`src/hw/rtl/i2cmbs_pkg.sv`:
```
// ----------------------------------------------------------------------------
// I2C master byte sequencer package
// Shared transaction types, command codes, register indexes and bus phases.
// ----------------------------------------------------------------------------
package i2cmbs_pkg;

    // Command codes carried by an input transaction.
    localparam logic [2:0] CMD_NONE      = 3'd0;
    localparam logic [2:0] CMD_START     = 3'd1;
    localparam logic [2:0] CMD_WRITE     = 3'd2;
    localparam logic [2:0] CMD_READ_ACK  = 3'd3;
    localparam logic [2:0] CMD_READ_NACK = 3'd4;
    localparam logic [2:0] CMD_STOP      = 3'd5;
    localparam logic [2:0] CMD_TO_WRITE  = 3'd6;
    localparam logic [2:0] CMD_TO_READ   = 3'd7;

    // Phase switch modes.
    localparam logic [1:0] SW_NONE       = 2'd0;
    localparam logic [1:0] SW_RESTART    = 2'd1;
    localparam logic [1:0] SW_STOP_START = 2'd2;

    // Status codes.
    localparam logic [1:0] ST_OK         = 2'd0;
    localparam logic [1:0] ST_ADDR_NACK  = 2'd1;
    localparam logic [1:0] ST_DATA_NACK  = 2'd2;

    // Configuration register indexes.
    localparam logic [2:0] REG_HIGH_TICKS  = 3'd0;
    localparam logic [2:0] REG_LOW_TICKS   = 3'd1;
    localparam logic [2:0] REG_DEV_ADDR    = 3'd2;
    localparam logic [2:0] REG_WRITE_MODE  = 3'd3;
    localparam logic [2:0] REG_READ_MODE   = 3'd4;

    localparam int CFG_DATA_BITS  = 16;
    localparam int CFG_INDEX_BITS = 3;

    // Bus sequencing phases.
    typedef enum logic [2:0] {
        PH_IDLE   = 3'd0,
        PH_SPREP  = 3'd1,
        PH_SSETUP = 3'd2,
        PH_SHOLD  = 3'd3,
        PH_BLOW   = 3'd4,
        PH_BHIGH  = 3'd5,
        PH_PLOW   = 3'd6,
        PH_PHIGH  = 3'd7
    } t_phase;

    typedef struct packed {
        logic [2:0] command;
        logic [7:0] tx_byte;
        logic       read_not_write;
        logic       sda_sample;
    } t_in_item;

    typedef struct packed {
        logic       scl_drive_low;
        logic       sda_drive_low;
        logic       ready_res;
        logic       done_res;
        logic [7:0] read_byte;
        logic [1:0] status;
    } t_out_item;

    typedef struct packed {
        logic [15:0] high_phase_ticks;
        logic [15:0] low_phase_ticks;
        logic [6:0]  device_address;
        logic [1:0]  write_switch_mode;
        logic [1:0]  read_switch_mode;
    } t_cfg;

endpackage

```
`src/hw/rtl/i2c_master_byte_sequencer.sv`:
```
// ----------------------------------------------------------------------------
// I2C master byte sequencer
// Tick-driven I2C controller with a configuration port and a buffered result.
// ----------------------------------------------------------------------------
// Each input transaction is one timing tick carrying the sampled SDA level and,
// while the sequencer is idle, a command; each tick yields exactly one result
// transaction with the SCL and SDA drive-low levels, ready, done, the last read
// byte and the status. One tick is taken in every clock cycle: the bus state is
// updated by a single pass of next-state logic at acceptance, and the result
// goes into a two-entry output buffer, so input keeps flowing during an output
// stall while the skid entry is free and stops only when both are full. Every
// bit lasts low_phase_ticks plus high_phase_ticks ticks (each at least one
// tick). Configuration registers are written by index through the write port;
// the user must write them only while idle, as the block does not enforce it.
module i2c_master_byte_sequencer #(
    parameter int TICK_COUNT_BITS = 16
) (
    input  logic                                      i_clk,
    input  logic                                      i_rst_n,
    input  logic                                      i_in_valid,
    output logic                                      o_in_ready,
    input  i2cmbs_pkg::t_in_item                      i_in_item,
    output logic                                      o_out_valid,
    input  logic                                      i_out_ready,
    output i2cmbs_pkg::t_out_item                     o_out_item,
    input  logic                                      i_cfg_we,
    input  logic [i2cmbs_pkg::CFG_INDEX_BITS-1:0]     i_cfg_index,
    input  logic [i2cmbs_pkg::CFG_DATA_BITS-1:0]      i_cfg_wdata
);
    import i2cmbs_pkg::*;

    t_cfg      r_cfg;
    t_out_item result;
    t_out_item r_out;
    t_out_item r_skid;
    logic      r_out_valid;
    logic      r_skid_valid;
    logic      in_fire;
    logic      out_fire;

    assign o_in_ready  = !r_skid_valid;
    assign in_fire     = i_in_valid && o_in_ready;
    assign out_fire    = r_out_valid && i_out_ready;
    assign o_out_valid = r_out_valid;
    assign o_out_item  = r_out;

    // Configuration registers.
    always_ff @(posedge i_clk) begin
        if (!i_rst_n) begin
            r_cfg.high_phase_ticks  <= 16'd5;
            r_cfg.low_phase_ticks   <= 16'd2;
            r_cfg.device_address    <= 7'd0;
            r_cfg.write_switch_mode <= SW_NONE;
            r_cfg.read_switch_mode  <= SW_NONE;
        end else if (i_cfg_we) begin
            case (i_cfg_index)
                REG_HIGH_TICKS: r_cfg.high_phase_ticks  <= i_cfg_wdata;
                REG_LOW_TICKS:  r_cfg.low_phase_ticks   <= i_cfg_wdata;
                REG_DEV_ADDR:   r_cfg.device_address    <= i_cfg_wdata[6:0];
                REG_WRITE_MODE: r_cfg.write_switch_mode <= i_cfg_wdata[1:0];
                REG_READ_MODE:  r_cfg.read_switch_mode  <= i_cfg_wdata[1:0];
                default: begin
                    r_cfg <= r_cfg;
                end
            endcase
        end
    end

    i2cmbs_core #(
        .TICK_COUNT_BITS (TICK_COUNT_BITS)
    ) u_core (
        .i_clk    (i_clk),
        .i_rst_n  (i_rst_n),
        .i_fire   (in_fire),
        .i_item   (i_in_item),
        .i_cfg    (r_cfg),
        .o_result (result)
    );

    // Output buffer: main register plus one skid entry.
    always_ff @(posedge i_clk) begin
        if (!i_rst_n) begin
            r_out_valid  <= 1'b0;
            r_skid_valid <= 1'b0;
        end else begin
            if (in_fire) begin
                if (!r_out_valid || out_fire) begin
                    r_out_valid <= 1'b1;
                end else begin
                    r_skid_valid <= 1'b1;
                end
            end else if (out_fire) begin
                if (r_skid_valid) begin
                    r_skid_valid <= 1'b0;
                end else begin
                    r_out_valid <= 1'b0;
                end
            end
        end
    end

    // Payload of the output buffer.
    always_ff @(posedge i_clk) begin
        if (in_fire) begin
            if (!r_out_valid || out_fire) begin
                r_out <= result;
            end else begin
                r_skid <= result;
            end
        end else if (out_fire && r_skid_valid) begin
            r_out <= r_skid;
        end
    end

endmodule

```
`src/hw/rtl/i2cmbs_core.sv`:
```
// ----------------------------------------------------------------------------
// I2C master byte sequencer core
// Bus state registers and the single-pass next-state logic for one tick.
// ----------------------------------------------------------------------------
module i2cmbs_core #(
    parameter int TICK_COUNT_BITS = 16
) (
    input  logic                  i_clk,
    input  logic                  i_rst_n,
    input  logic                  i_fire,
    input  i2cmbs_pkg::t_in_item  i_item,
    input  i2cmbs_pkg::t_cfg      i_cfg,
    output i2cmbs_pkg::t_out_item o_result
);
    import i2cmbs_pkg::*;

    localparam int CW = (TICK_COUNT_BITS > 16) ? TICK_COUNT_BITS : 16;
    localparam logic [CW-1:0] LIM = CW'((64'd1 << TICK_COUNT_BITS) - 64'd1);

    t_phase                     r_phase, n_phase;
    logic [TICK_COUNT_BITS-1:0] r_cnt, n_cnt;
    logic [3:0]                 r_bit, n_bit;
    logic [7:0]                 r_shift, n_shift;
    logic [2:0]                 r_active, n_active;
    logic [1:0]                 r_status, n_status;
    logic                       r_scl, n_scl;
    logic                       r_sda, n_sda;
    logic [7:0]                 r_rx, n_rx;

    logic                       done;
    logic                       go;
    logic                       fin;
    logic                       held;
    t_phase                     tgt;
    logic [1:0]                 mode;
    logic [CW-1:0]              raw_len;
    logic [CW-1:0]              clamp_len;
    logic [TICK_COUNT_BITS-1:0] len;
    logic [TICK_COUNT_BITS-1:0] cnt_inc;
    t_phase                     start_tgt;

    // Length of the current phase, clamped to the counter range and at least one tick.
    always_comb begin
        if (r_phase == PH_SSETUP || r_phase == PH_SHOLD ||
            r_phase == PH_BHIGH  || r_phase == PH_PHIGH) begin
            raw_len = CW'(i_cfg.high_phase_ticks);
        end else begin
            raw_len = CW'(i_cfg.low_phase_ticks);
        end
        clamp_len = (raw_len > LIM) ? LIM : raw_len;
        if (clamp_len == '0) begin
            clamp_len = CW'(1);
        end
        len     = clamp_len[TICK_COUNT_BITS-1:0];
        cnt_inc = r_cnt + TICK_COUNT_BITS'(1);
    end

    // A start from a held bus first spends one low phase with SDA released.
    assign start_tgt = r_scl ? PH_SPREP : PH_SSETUP;

    // Next state for one tick.
    always_comb begin
        n_phase  = r_phase;
        n_cnt    = r_cnt;
        n_bit    = r_bit;
        n_shift  = r_shift;
        n_active = r_active;
        n_status = r_status;
        n_scl    = r_scl;
        n_sda    = r_sda;
        n_rx     = r_rx;
        done     = 1'b0;
        go       = 1'b0;
        fin      = 1'b0;
        held     = 1'b0;
        tgt      = PH_IDLE;
        mode     = SW_NONE;

        if (i_fire) begin
            if (r_phase == PH_IDLE) begin
                // Idle: take the command of this transaction.
                if (i_item.command != CMD_NONE) begin
                    n_active = i_item.command;
                    n_status = ST_OK;
                    n_bit    = 4'd0;
                    case (i_item.command)
                        CMD_START: begin
                            n_shift = {i_cfg.device_address, i_item.read_not_write};
                            go      = 1'b1;
                            tgt     = start_tgt;
                        end
                        CMD_WRITE: begin
                            n_shift = i_item.tx_byte;
                            go      = 1'b1;
                            tgt     = PH_BLOW;
                        end
                        CMD_READ_ACK, CMD_READ_NACK: begin
                            n_shift = 8'd0;
                            go      = 1'b1;
                            tgt     = PH_BLOW;
                        end
                        CMD_STOP: begin
                            go  = 1'b1;
                            tgt = PH_PLOW;
                        end
                        default: begin
                            mode = (i_item.command == CMD_TO_WRITE) ?
                                   i_cfg.write_switch_mode : i_cfg.read_switch_mode;
                            n_shift = {i_cfg.device_address,
                                       (i_item.command == CMD_TO_READ)};
                            if (mode == SW_RESTART) begin
                                go  = 1'b1;
                                tgt = start_tgt;
                            end else if (mode == SW_STOP_START) begin
                                go  = 1'b1;
                                tgt = PH_PLOW;
                            end else begin
                                done = 1'b1;
                            end
                        end
                    endcase
                end
            end else begin
                // Busy: count ticks and move on at the end of the phase.
                n_cnt = cnt_inc;
                if (cnt_inc >= len) begin
                    case (r_phase)
                        PH_SPREP: begin
                            go  = 1'b1;
                            tgt = PH_SSETUP;
                        end
                        PH_SSETUP: begin
                            go  = 1'b1;
                            tgt = PH_SHOLD;
                        end
                        PH_SHOLD: begin
                            n_bit = 4'd0;
                            go    = 1'b1;
                            tgt   = PH_BLOW;
                        end
                        PH_BLOW: begin
                            go  = 1'b1;
                            tgt = PH_BHIGH;
                        end
                        PH_BHIGH: begin
                            if (r_bit < 4'd8) begin
                                n_shift = {r_shift[6:0], i_item.sda_sample};
                                n_bit   = r_bit + 4'd1;
                                go      = 1'b1;
                                tgt     = PH_BLOW;
                            end else if (r_active == CMD_READ_ACK ||
                                         r_active == CMD_READ_NACK) begin
                                n_rx = r_shift;
                                fin  = 1'b1;
                                held = 1'b1;
                            end else if (i_item.sda_sample) begin
                                n_status = (r_active == CMD_WRITE) ? ST_DATA_NACK
                                                                   : ST_ADDR_NACK;
                                go  = 1'b1;
                                tgt = PH_PLOW;
                            end else begin
                                fin  = 1'b1;
                                held = 1'b1;
                            end
                        end
                        PH_PLOW: begin
                            go  = 1'b1;
                            tgt = PH_PHIGH;
                        end
                        PH_PHIGH: begin
                            // Stop then start: the start follows the free-bus phase.
                            if ((r_active == CMD_TO_WRITE || r_active == CMD_TO_READ) &&
                                r_status == ST_OK) begin
                                go  = 1'b1;
                                tgt = PH_SSETUP;
                            end else begin
                                fin = 1'b1;
                            end
                        end
                        default: begin
                            fin = 1'b1;
                        end
                    endcase
                end
            end

            // Line levels on entry to a new phase.
            if (go) begin
                n_phase = tgt;
                n_cnt   = '0;
                case (tgt)
                    PH_SPREP: begin
                        n_scl = 1'b1;
                        n_sda = 1'b0;
                    end
                    PH_SSETUP: begin
                        n_scl = 1'b0;
                        n_sda = 1'b0;
                    end
                    PH_SHOLD: begin
                        n_scl = 1'b0;
                        n_sda = 1'b1;
                    end
                    PH_BLOW: begin
                        n_scl = 1'b1;
                        if (n_bit < 4'd8) begin
                            n_sda = (n_active == CMD_READ_ACK || n_active == CMD_READ_NACK) ?
                                    1'b0 : ~n_shift[7];
                        end else begin
                            n_sda = (n_active == CMD_READ_ACK);
                        end
                    end
                    PH_BHIGH: begin
                        n_scl = 1'b0;
                    end
                    PH_PLOW: begin
                        n_scl = 1'b1;
                        n_sda = 1'b1;
                    end
                    PH_PHIGH: begin
                        n_scl = 1'b0;
                        n_sda = 1'b1;
                    end
                    default: begin
                        n_scl = r_scl;
                    end
                endcase
            end

            // Command complete: back to idle with SDA released.
            if (fin) begin
                n_phase = PH_IDLE;
                n_cnt   = '0;
                n_scl   = held;
                n_sda   = 1'b0;
                done    = 1'b1;
            end
        end
    end

    // State registers.
    always_ff @(posedge i_clk) begin
        if (!i_rst_n) begin
            r_phase  <= PH_IDLE;
            r_cnt    <= '0;
            r_bit    <= 4'd0;
            r_shift  <= 8'd0;
            r_active <= CMD_NONE;
            r_status <= ST_OK;
            r_scl    <= 1'b0;
            r_sda    <= 1'b0;
            r_rx     <= 8'd0;
        end else begin
            r_phase  <= n_phase;
            r_cnt    <= n_cnt;
            r_bit    <= n_bit;
            r_shift  <= n_shift;
            r_active <= n_active;
            r_status <= n_status;
            r_scl    <= n_scl;
            r_sda    <= n_sda;
            r_rx     <= n_rx;
        end
    end

    // Result of this tick, taken from the next state.
    always_comb begin
        o_result.scl_drive_low = n_scl;
        o_result.sda_drive_low = n_sda;
        o_result.ready_res     = (n_phase == PH_IDLE);
        o_result.done_res      = done;
        o_result.read_byte     = n_rx;
        o_result.status        = n_status;
    end

endmodule

```
`config.mk`:
```
export PLATFORM = sky130hd
export DESIGN_NAME = i2c_master_byte_sequencer
export DESIGN_NICKNAME = d
export VERILOG_FILES = /design/src/hw/rtl/i2cmbs_pkg.sv /design/src/hw/rtl/i2c_master_byte_sequencer.sv /design/src/hw/rtl/i2cmbs_core.sv
export SDC_FILE = /design/constraint.sdc
export NUM_CORES = 1
export LEC_CHECK = 0
export ABC_AREA = 1
export BUFFER_PORTS_ARGS = -buffer_cell sky130_fd_sc_hd__buf_4
export CAP_MARGIN = 20
export CORE_MARGIN = 2
export CORE_UTILIZATION = 30
export CTS_CLUSTER_DIAMETER = 100
export CTS_CLUSTER_SIZE = 8
export DETAILED_ROUTE_END_ITERATION = 10
export GPL_TIMING_DRIVEN = 1
export PLACE_DENSITY = 0.5
export RECOVER_POWER = 100
export SETUP_SLACK_MARGIN = 0.15
export SLEW_MARGIN = 20
export SYNTH_ARGS = -nofsm -noshare
export SYNTH_HDL_FRONTEND = slang
export SYNTH_SLANG_ARGS = --single-unit
export TNS_END_PERCENT = 5
```
`constraint.sdc`:
```
create_clock -name i_clk -period 3.3 [get_ports i_clk]
set_clock_uncertainty 0.2 [all_clocks]
set_input_delay 0 -clock i_clk [delete_from_list [all_inputs] [get_ports i_clk]]
set_output_delay 0 -clock i_clk [all_outputs]
set_load 0.1 [all_outputs]
```
==> results.yml <==
sta:
  hold_viol_final: 0
  min_period_over_period: 1.113
  slew_headroom: 0.2170
  tightest_slew_ns: 1.180
  rsz0062_at_grt: "yes"
  setup_ws_ns: -0.3728
  fin_setup_tns_ns: -13.14
  drv_slew: 0
  max_freq_ghz: 0.2723
  min_period_ns: 3.673
  finalSetupViolations: 69
critical_path:
  cp.required_ns: 3.44
  cp_data_arrival_time_ns: 3.81
  path_common_cell: "nand2_2"
  path_class: "reg -> reg"
  crit_path_max_fanout: 8
  cp-end-kind: "flip-flop"
  cp-start-kind: "flip-flop"
  cp_slowest_cell: "dfxtp_2"
  critPathMaxStageDelay_ns: 0.35
power:
  clkPwrFrac: 0.377
  p_leak_nw: 3.981
  ir_worst_vdd_mv: 0.3890
  pwr-share-seq: 0.327
  p_per_area_nw_per_um2: 575.6
  p_sw_frac: 0.3405
  p_sw_mw: 1.743
  p_comb_frac: 0.296
  intPower_mw: 3.376
synth:
  yosys_warnings: 0
  ys.flop_type: "dfxtp_1"
  synthTopCellsByArea: "dfxtp_1 29%, edfxtp_1 13%, nor2_1 8.5%, nand2_1 7.2%, o21ai_0 6.9%"
  synth_most_common_cell: "nor2_1"
  synthDistinctLibCells: 47
  synth_area_um2: 6291
  syn_area_per_cell_um2: 7.543
  async_reset_ff_frac: 0
  yosysTopAreaCell: "dfxtp_1"
  yosys.area.top_type_share: 0.2896
  yosys_register_bits: 119
  synth_nets: 891
  synth_edf_count: 28
  yosys-top-cells-count: "142 x nor2_1, 121 x nand2_1, 98 x inv_1, 91 x dfxtp_1, 87 x o21ai_0"
  yosysSeqAreaShare: 0.4232
  syn_inst: 834
placed_design:
  io_buffer_count: 52
  dp_cells: 1210
  dp_hpwl_mm: 11.74
  placed_area_um2: 7565
  gp_congestion: 0.8659
  dpl_worst_slack_ns: -0.6275
floorplanning:
  fp.dieH_um: 148.8
  core_area_um2: 20430
  initial_core_util: 0.3079
  die_w_um: 148.8
  rows: 52
  die-area_um2: 22140
  num_io_pins: 53
cells_and_area:
  final_cells: 1297
  area_delta_synth_final_pct: 41.37
  num_antenna_cells: 0
  n_fill_cell: 2132
  fin_nets: 1071
  register_area_um2: 2669
  layout-drive-gt1-share: 0.2668
  multi_input_area_um2: 3331
  stdcell_area_um2: 8894
cts:
  ctsHtreeMaxLevel: 4
  clkSlewWorstSetupHoldPaths_ns: 0.06
  cts_tree: "yes"
  clk_latency_ns: 0.41
  clockBufferDepth: 2
  clock-sinks: 119
  numCtsBuffers: 17
  ctsRootBufferMaster: "clkbuf_16"
global_route:
  grt_max_degree: 56
  grt-ovfl-total: 0
  grt_first_pass_wirelength_mm: 27.18
  grt_usage: 0.1552
  antenna_found_initial: 0
  grt_pass1_vias: 5329
flow_run:
  maxCapViolCount: 0
drt:
  antenna_left: 0
  vias: 5827
  firstDrtPassIters: 4
  route.detailed.drc: 0
  wirelength_mm: 16.63
  drt_iter0_markers: 346
  drt-wirelength-per-cell_um: 12.82
  vias_per_cell: 4.493
run_status:
  status: "complete, but fails checks"
  violations: "negative setup slack"
worst_hold_path:
  min_path_type: "in -> reg"
layout by cell type, fill, tap and decap left out, types with 7 or more instances in the layout:
master | Yosys | routed
dlygate4sd3_1 | 0 | 43
nand3_1 | 28 | 25
nand2_1 | 121 | 104
edfxtp_1 | 28 | 28
xor2_1 | 10 | 9
mux2i_1 | 10 | 10
nor2_1 | 142 | 139
o21ai_0 | 87 | 77
dfxtp_1 | 91 | 86
a22oi_2 | 0 | 12
nor2_2 | 6 | 7
clkbuf_1 | 17 | 16
o21ai_1 | 8 | 16
ha_1 | 20 | 20
clkbuf_16 | 0 | 17
buf_4 | 1 | 119
a21oi_1 | 52 | 49
inv_1 | 98 | 96
nand4_1 | 10 | 10
nand2_2 | 9 | 25
inv_2 | 17 | 19
per-layer routing:
layer	vias to the layer above	wire length (µm)	GRT usage	part of all wire
met4	0	179	0.04571	0.011
met3	10	415	0.02783	0.025
met5	-	0	0	0
li1	3093	-	-	-
met2	72	7372	0.2333	0.44
met1	2652	8664	0.2272	0.52
power by group through the flow:
stage                     combinational (mW)  sequential [mW]  clock, mW
after floorplan                        0.769             1.86          0
after global placement                  1.35             1.70          0
after global routing                    1.66             1.69       2.04
after CTS                               1.44             1.67       1.97
final                                   1.51             1.67       1.93
after detailed placement                1.35             1.70          0
critical path, delay by kind of cell, from the launching register on:
kind	cells	cell delay (ns)
and+or+nand+nor	17	1.64
AOI/OAI and AO/OA	5	0.66
DFF	1	0.35
buffers and inverters	2	0.27
adders and majority gates	1	0.32
xor gates and xnor gates	1	0.14
area by class of cell:
cell class,instances,share of cell area
Inverter,118,0.05023
Sequential cell,119,0.3001
Timing Repair Buffer,186,0.1677
Clock inverter,15,0.02167
Clock buffer,17,0.04783
Tap cell,270,0.03799
Multi-Input combinational cell,572,0.3745
logic make-up after synthesis:
logic type                 count (synthesis)  share of synthesized area
xor gates and xnor gates                  14                    0.02068
adders and majority gates                 20                    0.03978
DFF                                      119                     0.4232
muxes                                     10                    0.01591
AOI/OAI and AO/OA                        184                     0.1659
and+or+nand+nor                          344                     0.2452
buffers and inverters                    143                    0.08930
stage by stage:
step / hold WS [ns] / power [mW] / util
after floorplan: -0.07369 / 2.625 / -
after global placement: 0.03494 / 3.056 / 0.3703
after detailed placement: 0.04421 / 3.052 / 0.3703
after CTS: 0.01401 / 5.088 / 0.4299
after global routing: 0.08353 / 5.389 / 0.4353
final: 0.05527 / 5.119 / 0.4353
timing repair:
| action | CTS | global route |
|---|---|---|
| hold buffers | 43 | 0 |
| endpoints found under the hold margin | 74 | 0 |
| buffers inserted | 7 | 5 |
| setup endpoints to repair | 71 | 71 |
| gates resized for setup | 29 | 41 |
| pin swaps | 11 | 30 |
sequential cells by signal, indices dropped and copies added, names as in the netlist:
name / flops
o_out_item: 14
o_out_valid: 1
r_cfg: 43
r_skid: 14
r_skid_valid: 1
u_core.r_active: 3
u_core.r_bit: 4
u_core.r_cnt: 16
u_core.r_phase: 3
u_core.r_rx: 8
u_core.r_scl: 1
u_core.r_sda: 1
u_core.r_shift: 8
u_core.r_status: 2
final timing paths:
path              cells past startpoint            start  slack [ns]                 end
setup / recovery                     26  u_core.r_cnt[1]       -0.37        u_core.r_scl
hold reg to reg                       2        r_cfg[18]        0.25           r_cfg[18]
setup reg to reg                     26  u_core.r_cnt[1]       -0.37        u_core.r_scl
hold / removal                        7    i_in_item[10]        0.06  u_core.r_active[0]
(Power assumes the default switching activity.)
